**src/hdl/heds_pkg.sv**
```systemverilog
// ----------------------------------------------------------------------------
// heds_pkg
// Shared constants, types and helpers of the equal-depth histogram splitter.
// ----------------------------------------------------------------------------
package heds_pkg;

  localparam int NUM_BINS  = 65536;
  localparam int BIN_W     = $clog2(NUM_BINS);
  localparam int VALUE_W   = 16;
  localparam int CNT_W     = 32;
  localparam int MAX_PARTS = 64;
  localparam int NP_W      = 7;
  localparam int PART_W    = 6;
  localparam int PROD_W    = CNT_W + NP_W;
  localparam int DP_W      = CNT_W + BIN_W + NP_W;

  localparam logic [BIN_W-1:0] TOP_BIN = BIN_W'(NUM_BINS - 1);
  localparam logic [CNT_W-1:0] CNT_MAX = '1;

  // one write request into the histogram memory
  typedef struct packed {
    logic             we;
    logic [BIN_W-1:0] addr;
    logic [CNT_W-1:0] data;
  } ram_wr_t;

  // values past the last bin land in the top bin
  function automatic logic [BIN_W-1:0] bin_of(input logic [VALUE_W-1:0] value);
    logic [BIN_W-1:0] res;
    if (int'(value) >= NUM_BINS) begin
      res = TOP_BIN;
    end else begin
      res = BIN_W'(value);
    end
    return res;
  endfunction

endpackage

```
**src/hdl/heds_walk.sv**
```systemverilog
// ----------------------------------------------------------------------------
// heds_walk
// Sequential scan of the histogram memory: reads and zeroes one bin per
// cycle, runs the cumulative partition search and emits the ranges.
// ----------------------------------------------------------------------------
module heds_walk (
  input  logic                         clk,
  input  logic                         rst,
  input  logic                         finish,
  input  logic [heds_pkg::NP_W-1:0]    num_parts,
  input  logic [heds_pkg::CNT_W-1:0]   total,
  input  logic [heds_pkg::CNT_W-1:0]   rd_data,
  output logic                         busy,
  output logic                         total_clear,
  output logic [heds_pkg::BIN_W-1:0]   raddr,
  output heds_pkg::ram_wr_t            wr,
  output logic                         result_valid,
  output logic [heds_pkg::PART_W-1:0]  part_index,
  output logic [heds_pkg::VALUE_W-1:0] lower_bound,
  output logic [heds_pkg::VALUE_W-1:0] upper_bound,
  output logic                         empty_part,
  output logic                         last
);

  typedef enum logic [2:0] {
    ST_IDLE  = 3'b001,
    ST_SCAN  = 3'b010,
    ST_FLUSH = 3'b100
  } walk_state_t;

  walk_state_t                 state;
  logic                        walk_mode;
  logic [heds_pkg::BIN_W-1:0]  scan_addr;
  logic                        rd_v;
  logic [heds_pkg::BIN_W-1:0]  rd_addr;
  logic                        s2_v;
  logic [heds_pkg::BIN_W-1:0]  s2_addr;
  logic [heds_pkg::PROD_W-1:0] prod;
  logic [heds_pkg::NP_W-1:0]   p;
  logic [heds_pkg::NP_W-1:0]   part;
  logic [heds_pkg::BIN_W:0]    lower;
  logic [heds_pkg::DP_W-1:0]   dp;
  logic                        exhausted;

  logic                        issue;
  logic                        searching;
  logic                        at_lower;
  logic [heds_pkg::DP_W-1:0]   dp_sum;
  logic                        hit;
  logic                        proc_bin;
  logic                        s_emit;
  logic                        e_emit;
  logic                        flushed;
  logic [heds_pkg::NP_W-1:0]   p_clamped;

  always_comb begin
    issue     = (state == ST_SCAN);
    searching = walk_mode && !exhausted && (heds_pkg::NP_W'(part + 1'b1) < p);
    at_lower  = ({1'b0, s2_addr} == lower);
    // dp tracks (C(u) - C(lower)) * P, so the test reduces to dp >= total
    dp_sum    = at_lower ? '0 : dp + heds_pkg::DP_W'(prod);
    hit       = dp_sum >= heds_pkg::DP_W'(total);
    proc_bin  = s2_v && searching;
    s_emit    = proc_bin && (hit || s2_addr == heds_pkg::TOP_BIN);
    e_emit    = walk_mode && state != ST_IDLE && !searching && part < p;
    flushed   = !rd_v && !s2_v && (!walk_mode || part == p);
    if (num_parts == '0) begin
      p_clamped = heds_pkg::NP_W'(1);
    end else if (int'(num_parts) > heds_pkg::MAX_PARTS) begin
      p_clamped = heds_pkg::NP_W'(heds_pkg::MAX_PARTS);
    end else begin
      p_clamped = num_parts;
    end
    busy        = (state != ST_IDLE);
    total_clear = (state == ST_FLUSH) && flushed && walk_mode;
    raddr       = scan_addr;
    wr.we       = issue;
    wr.addr     = scan_addr;
    wr.data     = '0;
  end

  always_ff @(posedge clk) begin
    if (rst) begin
      state        <= ST_SCAN;
      walk_mode    <= 1'b0;
      scan_addr    <= '0;
      rd_v         <= 1'b0;
      s2_v         <= 1'b0;
      result_valid <= 1'b0;
      p            <= heds_pkg::NP_W'(1);
      part         <= '0;
      lower        <= '0;
      exhausted    <= 1'b0;
    end else begin
      rd_v         <= issue;
      s2_v         <= rd_v;
      result_valid <= s_emit || e_emit;
      unique case (state)
        ST_IDLE: begin
          if (finish) begin
            state     <= ST_SCAN;
            walk_mode <= 1'b1;
            scan_addr <= '0;
            p         <= p_clamped;
            part      <= '0;
            lower     <= '0;
            exhausted <= 1'b0;
          end
        end
        ST_SCAN: begin
          scan_addr <= scan_addr + 1'b1;
          if (scan_addr == heds_pkg::TOP_BIN) begin
            state <= ST_FLUSH;
          end
        end
        ST_FLUSH: begin
          if (flushed) begin
            state     <= ST_IDLE;
            walk_mode <= 1'b0;
          end
        end
        default: begin
          state <= ST_IDLE;
        end
      endcase
      if (s_emit) begin
        part <= part + 1'b1;
        if (hit) begin
          lower <= {1'b0, s2_addr} + 1'b1;
        end
        if (s2_addr == heds_pkg::TOP_BIN) begin
          exhausted <= 1'b1;
        end
      end else if (e_emit) begin
        part <= part + 1'b1;
      end
    end
  end

  always_ff @(posedge clk) begin
    rd_addr <= scan_addr;
    s2_addr <= rd_addr;
    prod    <= heds_pkg::PROD_W'(rd_data) * heds_pkg::PROD_W'(p);
    if (proc_bin) begin
      dp <= dp_sum;
    end
    if (s_emit) begin
      part_index  <= heds_pkg::PART_W'(part);
      lower_bound <= heds_pkg::VALUE_W'(lower);
      upper_bound <= heds_pkg::VALUE_W'(s2_addr);
      empty_part  <= 1'b0;
      last        <= 1'b0;
    end else if (e_emit) begin
      part_index  <= heds_pkg::PART_W'(part);
      lower_bound <= exhausted ? heds_pkg::VALUE_W'(heds_pkg::TOP_BIN)
                               : heds_pkg::VALUE_W'(lower);
      upper_bound <= heds_pkg::VALUE_W'(heds_pkg::TOP_BIN);
      empty_part  <= exhausted;
      last        <= (heds_pkg::NP_W'(part + 1'b1) == p);
    end
  end

endmodule

```
**config.mk**
```make
export PLATFORM = sky130hd
export DESIGN_NAME = heds_walk
export DESIGN_NICKNAME = d
export VERILOG_FILES = /design/src/hdl/heds_pkg.sv /design/src/hdl/heds_walk.sv
export SDC_FILE = /design/constraint.sdc
export NUM_CORES = 1
export LEC_CHECK = 0
export ABC_AREA = 0
export BUFFER_PORTS_ARGS = -buffer_cell sky130_fd_sc_hd__buf_2
export CORE_UTILIZATION = 61
export DETAILED_ROUTE_END_ITERATION = 10
export PLACE_DENSITY_LB_ADDON = 0.15
export SLEW_MARGIN = 10
export SYNTH_ARGS = -nofsm -noshare
export SYNTH_HDL_FRONTEND = slang
export SYNTH_SLANG_ARGS = --single-unit
```
**constraint.sdc**
```tcl
create_clock -name clk -period 8.4 [get_ports clk]
set_input_delay 0 -clock clk [delete_from_list [all_inputs] [get_ports clk]]
set_output_delay 0 -clock clk [all_outputs]
set_load 0.005 [all_outputs]
```
==> summary by stage <==
Yosys
The number of enable flip-flop cells after synthesis is 93. Ranked by total cell area, the synthesized netlist is headed by fa_1, edfxtp_1, dfxtp_1, ha_1, nand2_1. The XOR/XNOR share of the synthesized area is approximately 4.7%. The synthesized netlist occupies a cell area of 19,000 um2. In the synthesized netlist, mux cells make up less than 1% of the area.

The dominant cell type by area after synthesis is fa_1. After synthesis, the share of flip-flops with an asynchronous set or reset is 0%. After synthesis, the mean cell area works out to about 9.0 um2. The number of instances in the synthesized netlist is 2,113. Summing the sequential cell areas from Yosys gives 28.2% of the chip area. Among all flip-flop cells after synthesis, the most frequent one is dfxtp_1.

The number of distinct library cells after synthesis is 85. During synthesis, Yosys emitted a total of 0 warnings. The synthesized netlist devotes 19.8% of its cell area to simple gates. Summing the areas of all compound-gate instances in the mapped netlist gives 14.0% of the synthesized area. Summing the areas of all fa, ha and maj instances in the mapped netlist gives about 25% of the synthesized area.

The share of the synthesized area in the top cell type is between 15 and 20%. Synthesis inferred around 220 register bits. The main combinational cell family by area after synthesis is adder cells.

Timing
The final total negative setup slack is 0 ns. The worst max-slew margin expressed relative to the limit is between 20% and 30%. The portion of the clock cycle consumed by the worst path in the final layout is 83.1%.

The shortest clock period the worst path allows after layout is 6.98 ns. The maximum clock frequency is about 140 MHz. Setup violations remaining at the end of the flow were counted as 0. The final count of hold timing violations was 0. The transition time of the tightest slew-check pin is roughly 1.1 ns.

Setup repair after global routing left no endpoint under its margin. The max-slew violation count is 0. The worst-case clock skew is 0.0194 ns.

Drt
In this run, the number of DRC markers left after iteration 0 of detailed routing was roughly 1,200. The final layout contains routed wiring with a total length of 48,500 um. The average detailed-routed wire length per instance is between 15 and 20 um.

The count of antenna-violating nets left after detailed routing is 0. Before antenna repair, the detailed router went through 6 iterations. The total vias in the final route is 15,600. The number of remaining DRC errors is 0.

After detailed routing, the number of vias per cell comes to 5.94.

Outcome
The flow ran to the end, and the final reports show no timing, DRC or antenna violations.

Die
The starting density of the core is approximately 62%. The core region area is 30,600 um2. The die boundary width is 178 um. The die height is between 150 and 200 um. Row generation in the floorplan step produced 64 rows. The floorplan die area is 31,900 um2.

The number of primary I/O pins is 182.

Pwr
IR analysis of the VDD net gives a maximum drop of 143 uV. The static leakage is 9.92 nW. The design draws between 2 and 3 mW. For this design the ratio of total power to cell area is 137 nW/um2.

Global routing
Across every metal layer, demand over resource in global routing totals 30.7%. The global-route wire length before repair is 77,100 um. The via count of the first global-routing pass was around 15,000. The number of antenna violations at the first check in global routing is 0.

The total congestion overflow is 0. The largest net degree at the start of global routing is between 50 and 60.

Placed design
Port buffering added 149 buffers. Detailed placement ended at an HPWL of ~37,000 um. Routability-driven placement finished with a final weighted congestion of 0.979.

Clock network
Once the clock tree was built, the setup fixing pass inserted 0 buffers. At the later pin of the worst-skew pair, clock insertion delay measures approximately 0.53 ns. The maximum root-to-sink buffer count is 3. After clock tree synthesis, the repair step resized 0 gates. For this design, the sink count on the clock tree is 221. The number of buffers added by the clock tree synthesis step is 24. Clock-pin slew was measured on the worst setup and hold paths at 0.06 ns.

The number of H-tree branching levels is 1. The CTS tree is done. The root buffer cell is clkbuf_16.

Cells and area
The number of nets in the layout is approximately 2,600. Compared with the post-synthesis result, the final layout area differs by 9.17%. In the final layout, the share of cells above drive strength 1 is roughly an eighth.

Worst setup path
The cell occurring most often along the worst timing path is nor2_1. The slowest cell on the critical path is a31oi_4. The classification of the worst setup path is reg -> reg. The startpoint identified for the worst register-to-register timing path is dp[1]$_DFFE_PP_. The register-to-register path setup slack is around 1.4 ns. The endpoint identified for the worst register-to-register timing path is lower_bound[1]$_DFFE_PP_. Data on the critical path arrives at its endpoint at ~7.1 ns.

The launching element type of the critical path is a register. The largest stage delay on the critical path is between 0.5 and 0.6 ns. Along the worst path, the maximum fanout reaches 38. STA classifies the critical path endpoint as a register.

The worst register-to-register path has a depth of 26. Data on the critical path is required at its endpoint by roughly 8.6 ns.

Hold path
The number of cells on the worst hold path is 5. The tightest min-delay check is of the in -> reg type. The endpoint with the worst hold slack is p[6]$_SDFFE_PP0P_. The start point of the worst hold path is finish.

Job
The tool flagged a number of max-cap violations equal to 0.
[cells in the mapped netlist, types with 4 or more instances]
master / count
a2111oi_0: 5
a211oi_1: 14
a21o_1: 54
a21oi_1: 131
a22oi_1: 4
a311oi_1: 5
a31oi_1: 19
and2_1: 60
and3_1: 36
and4_1: 11
buf_1: 4
buf_2: 13
buf_4: 51
clkbuf_1: 60
dfxtp_1: 128
edfxtp_1: 93
fa_1: 150
ha_1: 145
inv_1: 196
mux2i_1: 8
nand2_1: 275
nand2b_1: 33
nand3_1: 53
nand3b_1: 10
nand4_1: 47
nor2_1: 114
nor2b_1: 14
nor3_1: 22
nor3b_1: 8
nor4_1: 15
o2111ai_1: 4
o211ai_1: 15
o21a_1: 29
o21ai_0: 65
o21ai_1: 4
o21bai_1: 5
o31ai_1: 6
or2_2: 30
or3_1: 10
or4_1: 6
xnor2_1: 57
xor2_1: 44
[placed cells by master (no fill, tap or decap), types with 30 or more instances in the layout]
cell and n:
nand4_1 47, nor2_1 114, o21ai_0 65, nand3_1 53, inv_1 195, a21oi_1 131
fa_1 150, nand2b_1 33, buf_2 149, a21o_1 54, and3_1 36, or2_2 30
ha_1 145, nand2_1 275, and2_1 59, xor2_1 44, conb_1 32, edfxtp_1 93
xnor2_1 57, dfxtp_1 128
[through the flow]
step / std cells / hold slack (ns) / util (%) / area, um2 / worst slack [ns]
6_report: 2629 / 0.0208 / 67.8 / 20700 / 1.42
5_1_grt: 2628 / 0.0735 / 67.8 / 20700 / 0.971
4_1_cts: 2628 / 0.0169 / 67.8 / 20700 / 1.56
3_5_place_dp: 2575 / 0.268 / 64.7 / 19800 / 1.60
3_3_place_gp: 2575 / 0.256 / 64.7 / 19800 / 1.90
2_1_floorplan: 2144 / 0.103 / - / 19100 / 2.47
[worst max path at each step]
stage	from	end	slack, ns	cells after the start
floorplan	dp[0]$_DFFE_PP_	lower_bound[0]$_DFFE_PP_	2.47	23
global placement	dp[1]$_DFFE_PP_	upper_bound[1]$_SDFFCE_PN1P_	1.90	26
detailed placement	dp[1]$_DFFE_PP_	upper_bound[0]$_SDFFCE_PN1P_	1.60	26
CTS	dp[1]$_DFFE_PP_	lower_bound[1]$_DFFE_PP_	1.56	26
global route	dp[1]$_DFFE_PP_	lower_bound[1]$_DFFE_PP_	0.97	26
finish	dp[1]$_DFFE_PP_	lower_bound[1]$_DFFE_PP_	1.42	26
[state kept, by name, indices dropped and copies added, names as in the netlist, 3 cells and up]
register	flops
rd_addr	16
dp	55
part_index	6
p	7
lower	17
part	7
state	3
raddr	16
prod	39
s2_addr	16
upper_bound	16
lower_bound	16
[power by group]
| group | internal [mW] | switching [mW] | leakage, nW |
|---|---|---|---|
| registers | 1.16 | 0.0252 | 1.91 |
| clock network | 0.679 | 0.443 | 0.431 |
| logic | 0.194 | 0.342 | 7.58 |
| total | 2.03 | 0.810 | 9.92 |
[cell type report]
type / instances / area (um2)
diodes: 1 / 2.50
clock buffers: 34 / 774
clock inverters: 10 / 97.6
fillers: 2492 / 9850
inverters: 197 / 739
multi-input cells: 1597 / 12300
flip-flops and latches: 221 / 5360
well taps: 396 / 495
repair buffers: 173 / 948
[repair_timing]
item,CTS,global route
endpoints found under the hold margin,9,0
setup endpoints to repair,0,0
hold buffers,9,0
[per-layer routing]
metal	global-route usage (%)	vias to the layer above	share of wire, %
met2	47.9	670	45
met3	4.86	64	8.3
met1	44.8	7519	45
met5	0	-	0
met4	6.67	0	1.7
li1	-	7365	-
[critical path: cells and delay by family (launching register included)]
| family | cells | cell delay (ns) |
|---|---|---|
| xor gates and xnor gates | 1 | 0.15 |
| buffers and inverters | 2 | 0.53 |
| AOI/OAI and AO/OA | 7 | 1.97 |
| adders and majority gates | 2 | 0.62 |
| DFF | 1 | 0.41 |
| and+or+nand+nor | 14 | 2.86 |
[logic make-up (layout without fill, tap and decap cells)]
kind of cell | Yosys count | count (layout)
xor gates and xnor gates | 101 | 101
AOI/OAI and AO/OA | 406 | 406
muxes | 8 | 8
adders and majority gates | 295 | 295
buffers and inverters | 326 | 414
other | 1 | 33
DFF | 221 | 221
and+or+nand+nor | 755 | 755
No activity file was read; power rests on OpenSTA's default activity.
