<file path="config.mk">
export PLATFORM = sky130hd
export DESIGN_NAME = heds_count
export DESIGN_NICKNAME = d
export VERILOG_FILES = /design/src/hdl/heds_pkg.sv /design/src/hdl/heds_count.sv
export SDC_FILE = /design/constraint.sdc
export NUM_CORES = 1
export LEC_CHECK = 0
export ABC_AREA = 1
export BUFFER_PORTS_ARGS = -buffer_cell sky130_fd_sc_hd__buf_4
export CELL_PAD_IN_SITES_DETAIL_PLACEMENT = 0
export CELL_PAD_IN_SITES_GLOBAL_PLACEMENT = 1
export CORE_MARGIN = 2
export CORE_UTILIZATION = 37
export DETAILED_ROUTE_END_ITERATION = 8
export GPL_TIMING_DRIVEN = 0
export HOLD_SLACK_MARGIN = 0.12
export MAX_ROUTING_LAYER = met4
export PLACE_DENSITY_LB_ADDON = 0.1
export SYNTH_ARGS = -nofsm -noshare
export SYNTH_HDL_FRONTEND = slang
export SYNTH_SLANG_ARGS = --single-unit
</file>
<file path="constraint.sdc">
create_clock -name clk -period 2.4 [get_ports clk]
set_input_delay 0 -clock clk [delete_from_list [all_inputs] [get_ports clk]]
set_output_delay 0 -clock clk [all_outputs]
set_load 0.02 [all_outputs]
</file>
<file path="src/hdl/heds_pkg.sv">
// ----------------------------------------------------------------------------
// heds_pkg
// Shared constants, types and helpers of the equal-depth histogram splitter.
// ----------------------------------------------------------------------------
package heds_pkg;

  localparam int NUM_BINS  = 65536;
  localparam int BIN_W     = $clog2(NUM_BINS);
  localparam int VALUE_W   = 16;
  localparam int CNT_W     = 32;
  localparam int MAX_PARTS = 64;
  localparam int NP_W      = 7;
  localparam int PART_W    = 6;
  localparam int PROD_W    = CNT_W + NP_W;
  localparam int DP_W      = CNT_W + BIN_W + NP_W;

  localparam logic [BIN_W-1:0] TOP_BIN = BIN_W'(NUM_BINS - 1);
  localparam logic [CNT_W-1:0] CNT_MAX = '1;

  // one write request into the histogram memory
  typedef struct packed {
    logic             we;
    logic [BIN_W-1:0] addr;
    logic [CNT_W-1:0] data;
  } ram_wr_t;

  // values past the last bin land in the top bin
  function automatic logic [BIN_W-1:0] bin_of(input logic [VALUE_W-1:0] value);
    logic [BIN_W-1:0] res;
    if (int'(value) >= NUM_BINS) begin
      res = TOP_BIN;
    end else begin
      res = BIN_W'(value);
    end
    return res;
  endfunction

endpackage

</file>
<file path="src/hdl/heds_count.sv">
// ----------------------------------------------------------------------------
// heds_count
// Sample path: read-modify-write of one histogram bin per beat with
// forwarding, plus the saturating sample total.
// ----------------------------------------------------------------------------
module heds_count (
  input  logic                         clk,
  input  logic                         rst,
  input  logic                         sample,
  input  logic [heds_pkg::VALUE_W-1:0] value,
  input  logic                         total_clear,
  input  logic [heds_pkg::CNT_W-1:0]   rd_data,
  output logic [heds_pkg::BIN_W-1:0]   raddr,
  output heds_pkg::ram_wr_t            wr,
  output logic [heds_pkg::CNT_W-1:0]   total
);

  logic                       s1_v;
  logic [heds_pkg::BIN_W-1:0] s1_addr;
  logic                       fw_v;
  logic [heds_pkg::BIN_W-1:0] fw_addr;
  logic [heds_pkg::CNT_W-1:0] fw_data;
  logic [heds_pkg::CNT_W-1:0] cur;
  logic [heds_pkg::CNT_W-1:0] cnt_next;

  assign raddr = heds_pkg::bin_of(value);

  always_comb begin
    // the read of this beat missed the write of the beat just before it
    cur = (fw_v && fw_addr == s1_addr) ? fw_data : rd_data;
    cnt_next = (cur == heds_pkg::CNT_MAX) ? cur : cur + 1'b1;
    wr.we   = s1_v;
    wr.addr = s1_addr;
    wr.data = cnt_next;
  end

  always_ff @(posedge clk) begin
    if (rst) begin
      s1_v  <= 1'b0;
      fw_v  <= 1'b0;
      total <= '0;
    end else begin
      s1_v <= sample;
      fw_v <= s1_v;
      if (total_clear) begin
        total <= '0;
      end else if (sample && total != heds_pkg::CNT_MAX) begin
        total <= total + 1'b1;
      end
    end
  end

  always_ff @(posedge clk) begin
    s1_addr <= raddr;
    fw_addr <= s1_addr;
    fw_data <= cnt_next;
  end

endmodule

</file>
==> metrics.cfg, run 1 <==
[status]
status=finished with violations
violations=negative setup slack

[setup_path]
crit_family=simple AND/OR/NAND/NOR gates
crit_type=reg2out
crit_path_start=s1_addr[5]
regToRegStartpoint=s1_addr[5]
worstPathRequired_ns=2.40
start_kind=register
worstPathCellList=inv_1 > nand2_2 > nand2_1 > nor2_1 > nand2_1 > nor2_4 > nand3_2 > buf_6 > buf_6 > nand2_1 > nand2_1 > nand2_2 > nor2_2 > nand2_2 > nor2_4 > nand2_4 > buf_12 > nand3_2 > buf_4
slowest_delay_ns=0.36
critPathMaxFanout=10
worst_path_most_repeated_cell=nand2_1
cp_num_buf_inv=5
endpoint_kind=output pin
cp_data_arrival_time_ns=2.84
crit_path_top_delay_cell=dfxtp_2

[timing]
whs_ns=0.155
max_slew_margin_pct=62.1
fmax_ghz=0.352
post-route-period-util_pct=118
period_needed_ns=2.84
rsz0062_at_grt=true
finClkSkew_ns=0.00422
hold_viol_final=0
worst_slew_pin_slew_ns=0.569
finalWorstSetupSlack_ns=-0.439
slew_violations=0
setup_viol_count_final=62

[finish]
synthToLayoutAreaGrowth_pct=54.7
regArea_um2=1990
final_cell_mix=nand2_1, buf_4, inv_1, dfxtp_1, nor2_1
mostFrequentLayoutCell=nand2_1
antenna_cells=0
drive_gt1_share_pct=36.9
nFillCells=1438
stdcell_area_um2=8530
multi_input_area_um2=3220
final_nets=1124

[cts]
insertion_delay_ns=0.35
ctsLongestPathBuffers=2
root_buffer=clkbuf_16
clkSinkCount=98
cts_buffers=9
cts_max_level=3
clkSlewWorstSetupHoldPaths_ns=0.07
cts_tree=yes

[floorplan]
die_y_um=126
core_area_um2=14500
io_pins=149
start_util_pct=37.9
die_area_um2=15900
rows=44
die_w_um=126

[power_and_ir_drop]
p_comb_share_pct=16.7
seqPwrFrac_pct=41.4
p_sw_uw=1070
power.internal_uw=3090
p_sw_share_pct=25.8
peakVddDrop_v=0.000406
leakage_uw=0.00392
power_density_nw_per_um2=488
clockPowerShare_pct=41.8

[detailed_routing]
ant_nets=0
wl_per_cell_um=14.7
avgViaCountPerCell=4.83
drt_pre_antenna_iters=5
drc=0
drtIter0Drc=424
num_vias=6089
wl_um=18600

[grt]
grt_busiest_layer=met2
grtUsageMet3_pct=5.35
grtUsageMet2_pct=34.7
antenna_found_initial=0
grt_use_met1_pct=33.7
overflow=0
grt_max_degree=18
grt_pass1_vias=5727
grtUsageTotal_pct=23.9
grt_pass1_wl_um=29500

[synth]
synth.yosys.seq_area_share_pct=35.6
synth.distinct_cells=32
synth_fp_nets=881
syn_inst=828
synth-seq-cells=98
yosys_warnings=0
synth.avg_cell_area_um2=6.66
syn-cell-area_um2=5510

[place]
place.gp.congestion=0.909
dp_slack_ns=-0.379
place_hpwl_um=13300
portBuffers=148
dpl_cell_area_um2=6850

[flow_run]
maxCapViolCount=0

[min_path]
hp-start=rd_data[0]
hold_class=in2reg

-- final timing paths --
| path | cells past startpoint | endpoint | slack [ns] |
|---|---|---|---|
| max reg2reg | 18 | fw_data[9] | -0.05 |
| max | 19 | wr[17] | -0.44 |
| min | 5 | fw_data[0] | 0.16 |
| min reg2reg | 0 | fw_addr[0] | 0.37 |
-- area by class of cell --
type	count	area share, %
Buffer	38	4.27
Clock buffer	10	2.80
Clock inverter	6	1.39
Inverter	95	4.18
Multi-Input combinational cell	597	37.8
Sequential cell	98	23.3
Tap cell	184	2.70
Timing Repair Buffer	232	23.6
-- timing repair --
| item | 4_1_cts | 5_1_grt |
|---|---|---|
| gates resized for setup | 128 | 46 |
| hold buffers | 46 | 0 |
| endpoints found under the hold margin | 49 | 0 |
| pin swaps | 18 | 9 |
| buffers inserted | 32 | 1 |
| gates cloned | 5 | 0 |
| setup endpoints to repair | 86 | 87 |
-- sequential cells by signal, summed over array words and instances, names as in the netlist --
name	flops
s1_addr	16
total	32
fw_data	32
fw_addr	16
fw_v	1
s1_v	1
-- cells by family after synthesis --
group                      synth area share [%]
and+or+nand+nor                            46.1
buffers and inverters                      11.7
DFF                                        35.6
AOI/OAI and AO/OA                          4.95
xor gates and xnor gates                   1.43
adders and majority gates                 0.227
-- metrics by stage --
stage	power (uW)	std cells	TNS [ns]	util [%]
final	4160	1260	-13.57	58.7
after global placement	2290	1160	-16.12	47.2
after floorplan	2070	828	0	-
after global routing	4350	1260	-25.13	58.7
after CTS	4190	1259	-11.77	57.6
after detailed placement	2300	1160	-16.53	47.2
-- cells in the mapped netlist --
cell / count / area (um2)
dfxtp_1: 98 / 1960
nand4_2: 3 / 37.5
nand2_2: 15 / 93.8
o21bai_1: 1 / 7.51
nand4_1: 42 / 263
nand2_1: 259 / 972
clkbuf_1: 6 / 22.5
buf_4: 22 / 165
nor2_2: 7 / 43.8
a2bb2oi_1: 1 / 8.76
nor2_4: 5 / 56.3
a31oi_1: 1 / 6.26
nor4_1: 4 / 25.0
o21ai_0: 23 / 115
or2_0: 1 / 6.26
nand2_4: 1 / 11.3
inv_1: 91 / 342
nand3_2: 31 / 310
nand3_1: 48 / 240
xor2_1: 5 / 43.8
a21oi_1: 24 / 120
ha_1: 1 / 12.5
and3_1: 1 / 6.26
o21a_1: 2 / 15.0
inv_2: 4 / 15.0
nand3b_1: 1 / 7.51
nor3b_1: 2 / 15.0
xnor2_1: 4 / 35.0
buf_6: 8 / 90.1
nor3_1: 18 / 90.1
nor2_1: 97 / 364
buf_2: 2 / 10.0
-- routing by layer --
layer	part of all wire (%)	vias up
met5	0	-
met4	1.3	0
met3	6.7	21
met2	43	195
met1	49	2732
li1	-	3141
-- power groups by stage --
stage	Clock, uW	Combinational, uW	Sequential [uW]
after global routing	1860	754	1730
after global placement	0	538	1760
after floorplan	0	295	1770
final	1740	696	1720
after CTS	1790	677	1720
after detailed placement	0	538	1760
-- tightest hold or removal path: stages --
cell     delay, ns
buf_4         0.09
nand2_1       0.06
nand2_2       0.12
buf_4         0.14
nand2_4       0.05
Note: power is estimated with default switching activity, not from simulation.
==> run 2: changes to the inputs <==
--- a/config.mk
+++ b/config.mk
@@ -14,7 +14,6 @@
 export DETAILED_ROUTE_END_ITERATION = 8
 export GPL_TIMING_DRIVEN = 0
 export HOLD_SLACK_MARGIN = 0.12
-export MAX_ROUTING_LAYER = met4
 export PLACE_DENSITY_LB_ADDON = 0.1
 export SYNTH_ARGS = -nofsm -noshare
 export SYNTH_HDL_FRONTEND = slang
==> run 2 against run 1 <==
The flow still finishes with violations (negative setup slack). Utilization down 0.26 points. Die area unchanged. Clock skew up 0.0026 ns. Clock power about the same. Combinational power down 0.9%. Design area down 0.44%. Worst hold slack better by 0.0049 ns. Critical path depth unchanged. Setup slack worse by 0.011 ns. Sequential share of layout area up 0.073 points. Non-clock buffer count unchanged.
==> metrics.cfg, run 2 (synthesized netlist as in run 1, its figures left out) <==
[detailed_routing]
avgViaCountPerCell=4.82
wl_per_cell_um=14.7
wl_um=18500
drc=0
ant_nets=0
drt_pre_antenna_iters=5
drtIter0Drc=333
num_vias=6072

[timing]
post-route-period-util_pct=119
hold_viol_final=0
setup_viol_count_final=62
tns_ns=-13.60
slew_violations=0
rsz0062_at_grt=true
max_slew_margin_pct=63.3
fmax_ghz=0.351
whs_ns=0.160
worst_slew_pin_slew_ns=0.550
period_needed_ns=2.85
finClkSkew_ns=0.00684
finalWorstSetupSlack_ns=-0.449

[setup_path]
cp_data_arrival_time_ns=2.85
critPathMaxFanout=10
worstPathRequired_ns=2.40
worst_path_most_repeated_cell=nand2_1
slowest_delay_ns=0.36
r2r.worst_path.cells=18
start_kind=register
endpoint_kind=output pin
crit_path_top_delay_cell=dfxtp_2
worstPathCellList=inv_2 > nand2_2 > nand2_1 > nor2_1 > nand2_1 > nor2_4 > nand3_2 > buf_6 > buf_6 > nand2_1 > nand2_1 > nand2_2 > nor2_2 > nand2_2 > nor2_4 > nand2_4 > buf_12 > nand3_2 > buf_4
crit_type=reg2out

[cts]
cts_tree=yes
clkSlewWorstSetupHoldPaths_ns=0.07
cts_max_level=3
ctsLongestPathBuffers=2
clkSinkCount=98
root_buffer=clkbuf_16
insertion_delay_ns=0.36
cts_buffers=9

[finish]
drive_gt1_share_pct=37.1
antenna_cells=0
final_nets=1124
stdcell_area_um2=8490
nFillCells=1443
final_cell_mix=nand2_1, buf_4, inv_1, dfxtp_1, nor2_1
mostFrequentLayoutCell=nand2_1
synthToLayoutAreaGrowth_pct=54.1
postLayoutCoreUtil_pct=58.4
reg_top3=fw_data x32, total x32

[status]
status=finished with violations
violations=negative setup slack

[grt]
grt_max_degree=18
grtUsageTotal_pct=23.2
grt_pass1_vias=5718
overflow=0
antenna_found_initial=0
grt_pass1_wl_um=29500

[floorplan]
die_area_um2=15900
rows=44
io_pins=149
die_y_um=126
die_w_um=126
start_util_pct=37.9
core_area_um2=14500

[power_and_ir_drop]
leakage_uw=0.00391
power_density_nw_per_um2=490
peakVddDrop_v=0.000400
p_total_uw=4170

[flow_run]
maxCapViolCount=0

[min_path]
hold_class=in2reg
hold_depth=6

[place]
place.gp.congestion=0.894
place_hpwl_um=13300
dpl_cell_area_um2=6850
portBuffers=148

==> run 2: cell counts in the layout (fill, tap and decap cells not counted) <==
No cell type changed its count.
==> run 2: power breakdown <==
part           switching (uW)  internal (uW)  leakage (uW)
clock network             687           1060      0.000176
logic                     362            328       0.00292
registers                33.5           1690      0.000815
total                    1080           3080       0.00391
==> run 2: worst max-delay path: cells and delay by family (launching register included) <==
kind	cells	cell delay [ns]
buffers and inverters	5	0.72
flip-flops	1	0.36
AND/OR/NAND/NOR	14	1.40
==> run 2: area by class of cell <==
type                       instances  area, um2  share of cell area (%)
multi-input combinational        597       3220                    37.9
sequential                        98       1980                    23.4
timing repair buffer             232       1980                    23.3
buffer                            38        368                    4.33
inverter                          95        357                    4.20
clock buffer                      10        239                    2.81
tap                              184        230                    2.71
clock inverter                     6        119                    1.40
==> run 2: per-stage QoR <==
step,worst slack [ns],std cells
CTS,-0.405,1259
finish,-0.449,1260
floorplan,0.0662,828
global placement,-0.366,1160
global route,-0.643,1260
detailed placement,-0.379,1160
==> run 2: final timing paths <==
kind / start / end / slack [ns]
worst max-delay path: s1_addr[1] / wr[17] / -0.45
worst min-delay path: rd_data[19] / fw_data[19] / 0.16
worst max register to register: s1_addr[1] / fw_data[17] / -0.05
worst min register to register: s1_addr[0] / fw_addr[0] / 0.37
==> run 2: layer usage <==
layer / GRT usage, % / share of wire [%] / routed length, um
met5: 0 / 0 / 0
met4: 6.08 / 1.4 / 263
met3: 5.65 / 6.7 / 1250
met2: 34.6 / 43 / 7890
met1: 33.4 / 49 / 9130
==> run 2: timing repair <==
| action | in CTS | in global routing |
|---|---|---|
| cloned | 5 | 0 |
| buffers inserted | 32 | 1 |
| hold buffers | 46 | 0 |
| resized for setup | 128 | 38 |
| setup endpoints to repair | 86 | 87 |
| pin swaps | 18 | 8 |
| endpoints found under the hold margin | 49 | 0 |
==> run 3: changes to the inputs <==
--- a/config.mk
+++ b/config.mk
@@ -15,6 +15,7 @@
 export GPL_TIMING_DRIVEN = 0
 export HOLD_SLACK_MARGIN = 0.12
 export PLACE_DENSITY_LB_ADDON = 0.1
+export RECOVER_POWER = 25
 export SYNTH_ARGS = -nofsm -noshare
 export SYNTH_HDL_FRONTEND = slang
 export SYNTH_SLANG_ARGS = --single-unit
==> run 3 against run 2 <==
The flow still finishes with violations (negative setup slack). Worst hold slack worse by 0.0062 ns. Count of clock-buffer cells in the layout unchanged. Setup slack worse by 0.035 ns. Fmax fell by 1.2%. Design area is 0.15% lower. Combinational power decreased by 0.6%. Total power shrank 0.17%. Sequential share of layout area barely moved. Via count grew 0.26%.
==> metrics.cfg, run 3 (synthesized netlist as in run 1, its figures left out) <==
[status]
status=finished with violations
violations=negative setup slack

[place]
place_inst=1160
portBuffers=148
place_hpwl_um=13300
place.gp.congestion=0.894

[finish]
synthToLayoutAreaGrowth_pct=53.8
reg_top3=fw_data x32, total x32
mostFrequentLayoutCell=nand2_1
final_cell_mix=nand2_1, buf_4, inv_1, dfxtp_1, nor2_1
drive_gt1_share_pct=36.5
final_nets=1124
fin_cells=1260
antenna_cells=0

[timing]
tns_ns=-15.53
setup_viol_count_final=63
slew_violations=0
worst_slew_pin_slew_ns=0.552
hold_viol_final=0
period_needed_ns=2.88
rsz0062_at_grt=true
finalWorstSetupSlack_ns=-0.484
fmax_ghz=0.347
finClkSkew_ns=0.00648
post-route-period-util_pct=120
max_slew_margin_pct=63.2

[setup_path]
r2r.worst_path.cells=18
r2r_end=fw_data[22]
endpoint_kind=output pin
crit_type=reg2out
r2r_slack_ns=-0.08
crit_path_start=s1_addr[10]
crit_end=wr[22]
start_kind=register
critPathMaxFanout=10
regToRegStartpoint=s1_addr[10]
cp_data_arrival_time_ns=2.88
worstPathRequired_ns=2.40

[flow_run]
maxCapViolCount=0

[detailed_routing]
wl_um=18500
drtIter0Drc=358
wl_per_cell_um=14.7
drc=0
ant_nets=0
avgViaCountPerCell=4.83
num_vias=6088
drt_pre_antenna_iters=6

[cts]
clkSlewWorstSetupHoldPaths_ns=0.07
cts_buffers=9
clkSinkCount=98
insertion_delay_ns=0.36
cts_max_level=3
ctsLongestPathBuffers=2
cts_tree=yes
root_buffer=clkbuf_16

[floorplan]
core_area_um2=14500
io_pins=149
start_util_pct=37.9
die_y_um=126
die_w_um=126
die_area_um2=15900
rows=44

[power_and_ir_drop]
leakage_uw=0.00390
seqPwrFrac_pct=41.5
clockPowerShare_pct=42.0
peakVddDrop_v=0.000400
power_density_nw_per_um2=490
p_sw_uw=1080
p_total_uw=4160
p_comb_share_pct=16.5
power.internal_uw=3080
p_sw_share_pct=26.0

[grt]
grt_pass1_vias=5718
overflow=0
grtUsageTotal_pct=23.2
grt_pass1_wl_um=29500
grt_max_degree=18
antenna_found_initial=0

[min_path]
hold_class=in2reg

-- run 3: changes by cell type in the layout (fill, tap and decap cells not counted), sizes merged --
cell / delta
buf: -16
clkbuf: +16
-- run 3: worst min path at each step --
stage,start,end,slack [ns],cells after the start
detailed placement,value[6],s1_addr[6],0.11,1
global route,rd_data[0],fw_data[0],0.16,5
floorplan,value[0],s1_addr[0],0.03,0
global placement,value[11],s1_addr[11],0.11,1
CTS,rd_data[19],fw_data[19],0.14,6
finish,rd_data[19],fw_data[19],0.15,6
-- run 3: power by group through the flow --
stage | clock (uW) | sequential (uW) | combinational (uW)
after floorplan | 0 | 1770 | 295
after global placement | 0 | 1760 | 538
after detailed placement | 0 | 1760 | 538
after CTS | 1790 | 1720 | 677
after global routing | 1860 | 1730 | 745
final | 1750 | 1720 | 686
-- run 3: worst max-delay path: stages (launching register included) --
cell and delay [ns]:
dfxtp_1 0.39, inv_1 0.06, nand2_1 0.07, nand2_1 0.05
nor2_1 0.09, nand2_1 0.09, nor2_4 0.19, nand3_2 0.14
buf_6 0.19, buf_6 0.15, nand2_1 0.08, nand2_1 0.11
nand2_2 0.12, nor2_2 0.06, nand2_2 0.09, nor2_4 0.05
nand2_4 0.14, buf_12 0.17, nand3_2 0.12, buf_4 0.18
-- run 3: routing by layer --
metal  global-route usage (%)  share of wire, %  vias up
met4                     6.08               1.4        0
met2                     34.6                43      198
met1                     33.4                48     2734
li1                         -                 -     3138
met5                        0                 0        -
met3                     5.65               7.3       18
-- run 3: repair_timing --
action / in CTS / in global routing
pin swaps: 18 / 8
setup buffers: 32 / 1
endpoints found under the setup margin: 86 / 87
gates cloned: 5 / 0
hold endpoints to repair: 49 / 0
gates resized for setup: 128 / 38
hold buffers: 46 / 0
-- run 3: metrics by stage --
step	util (%)	hold WS (ns)	worst slack, ns	instance area (um2)
after floorplan	-	0.0277	0.0662	5510
after global placement	47.2	0.114	-0.366	6850
after detailed placement	47.2	0.115	-0.379	6850
after CTS	57.6	0.144	-0.405	8380
after global routing	58.4	0.162	-0.643	8480
final	58.4	0.154	-0.484	8480
-- run 3: cell type report --
type                    instances  area, um2
plain buffers                  38        368
clock buffers                  10        239
clock inverters                 6        119
fillers                      1446       6050
inverters                      95        357
multi-input cells             597       3220
flip-flops and latches         98       1980
well taps                     184        230
repair buffers                232       1970
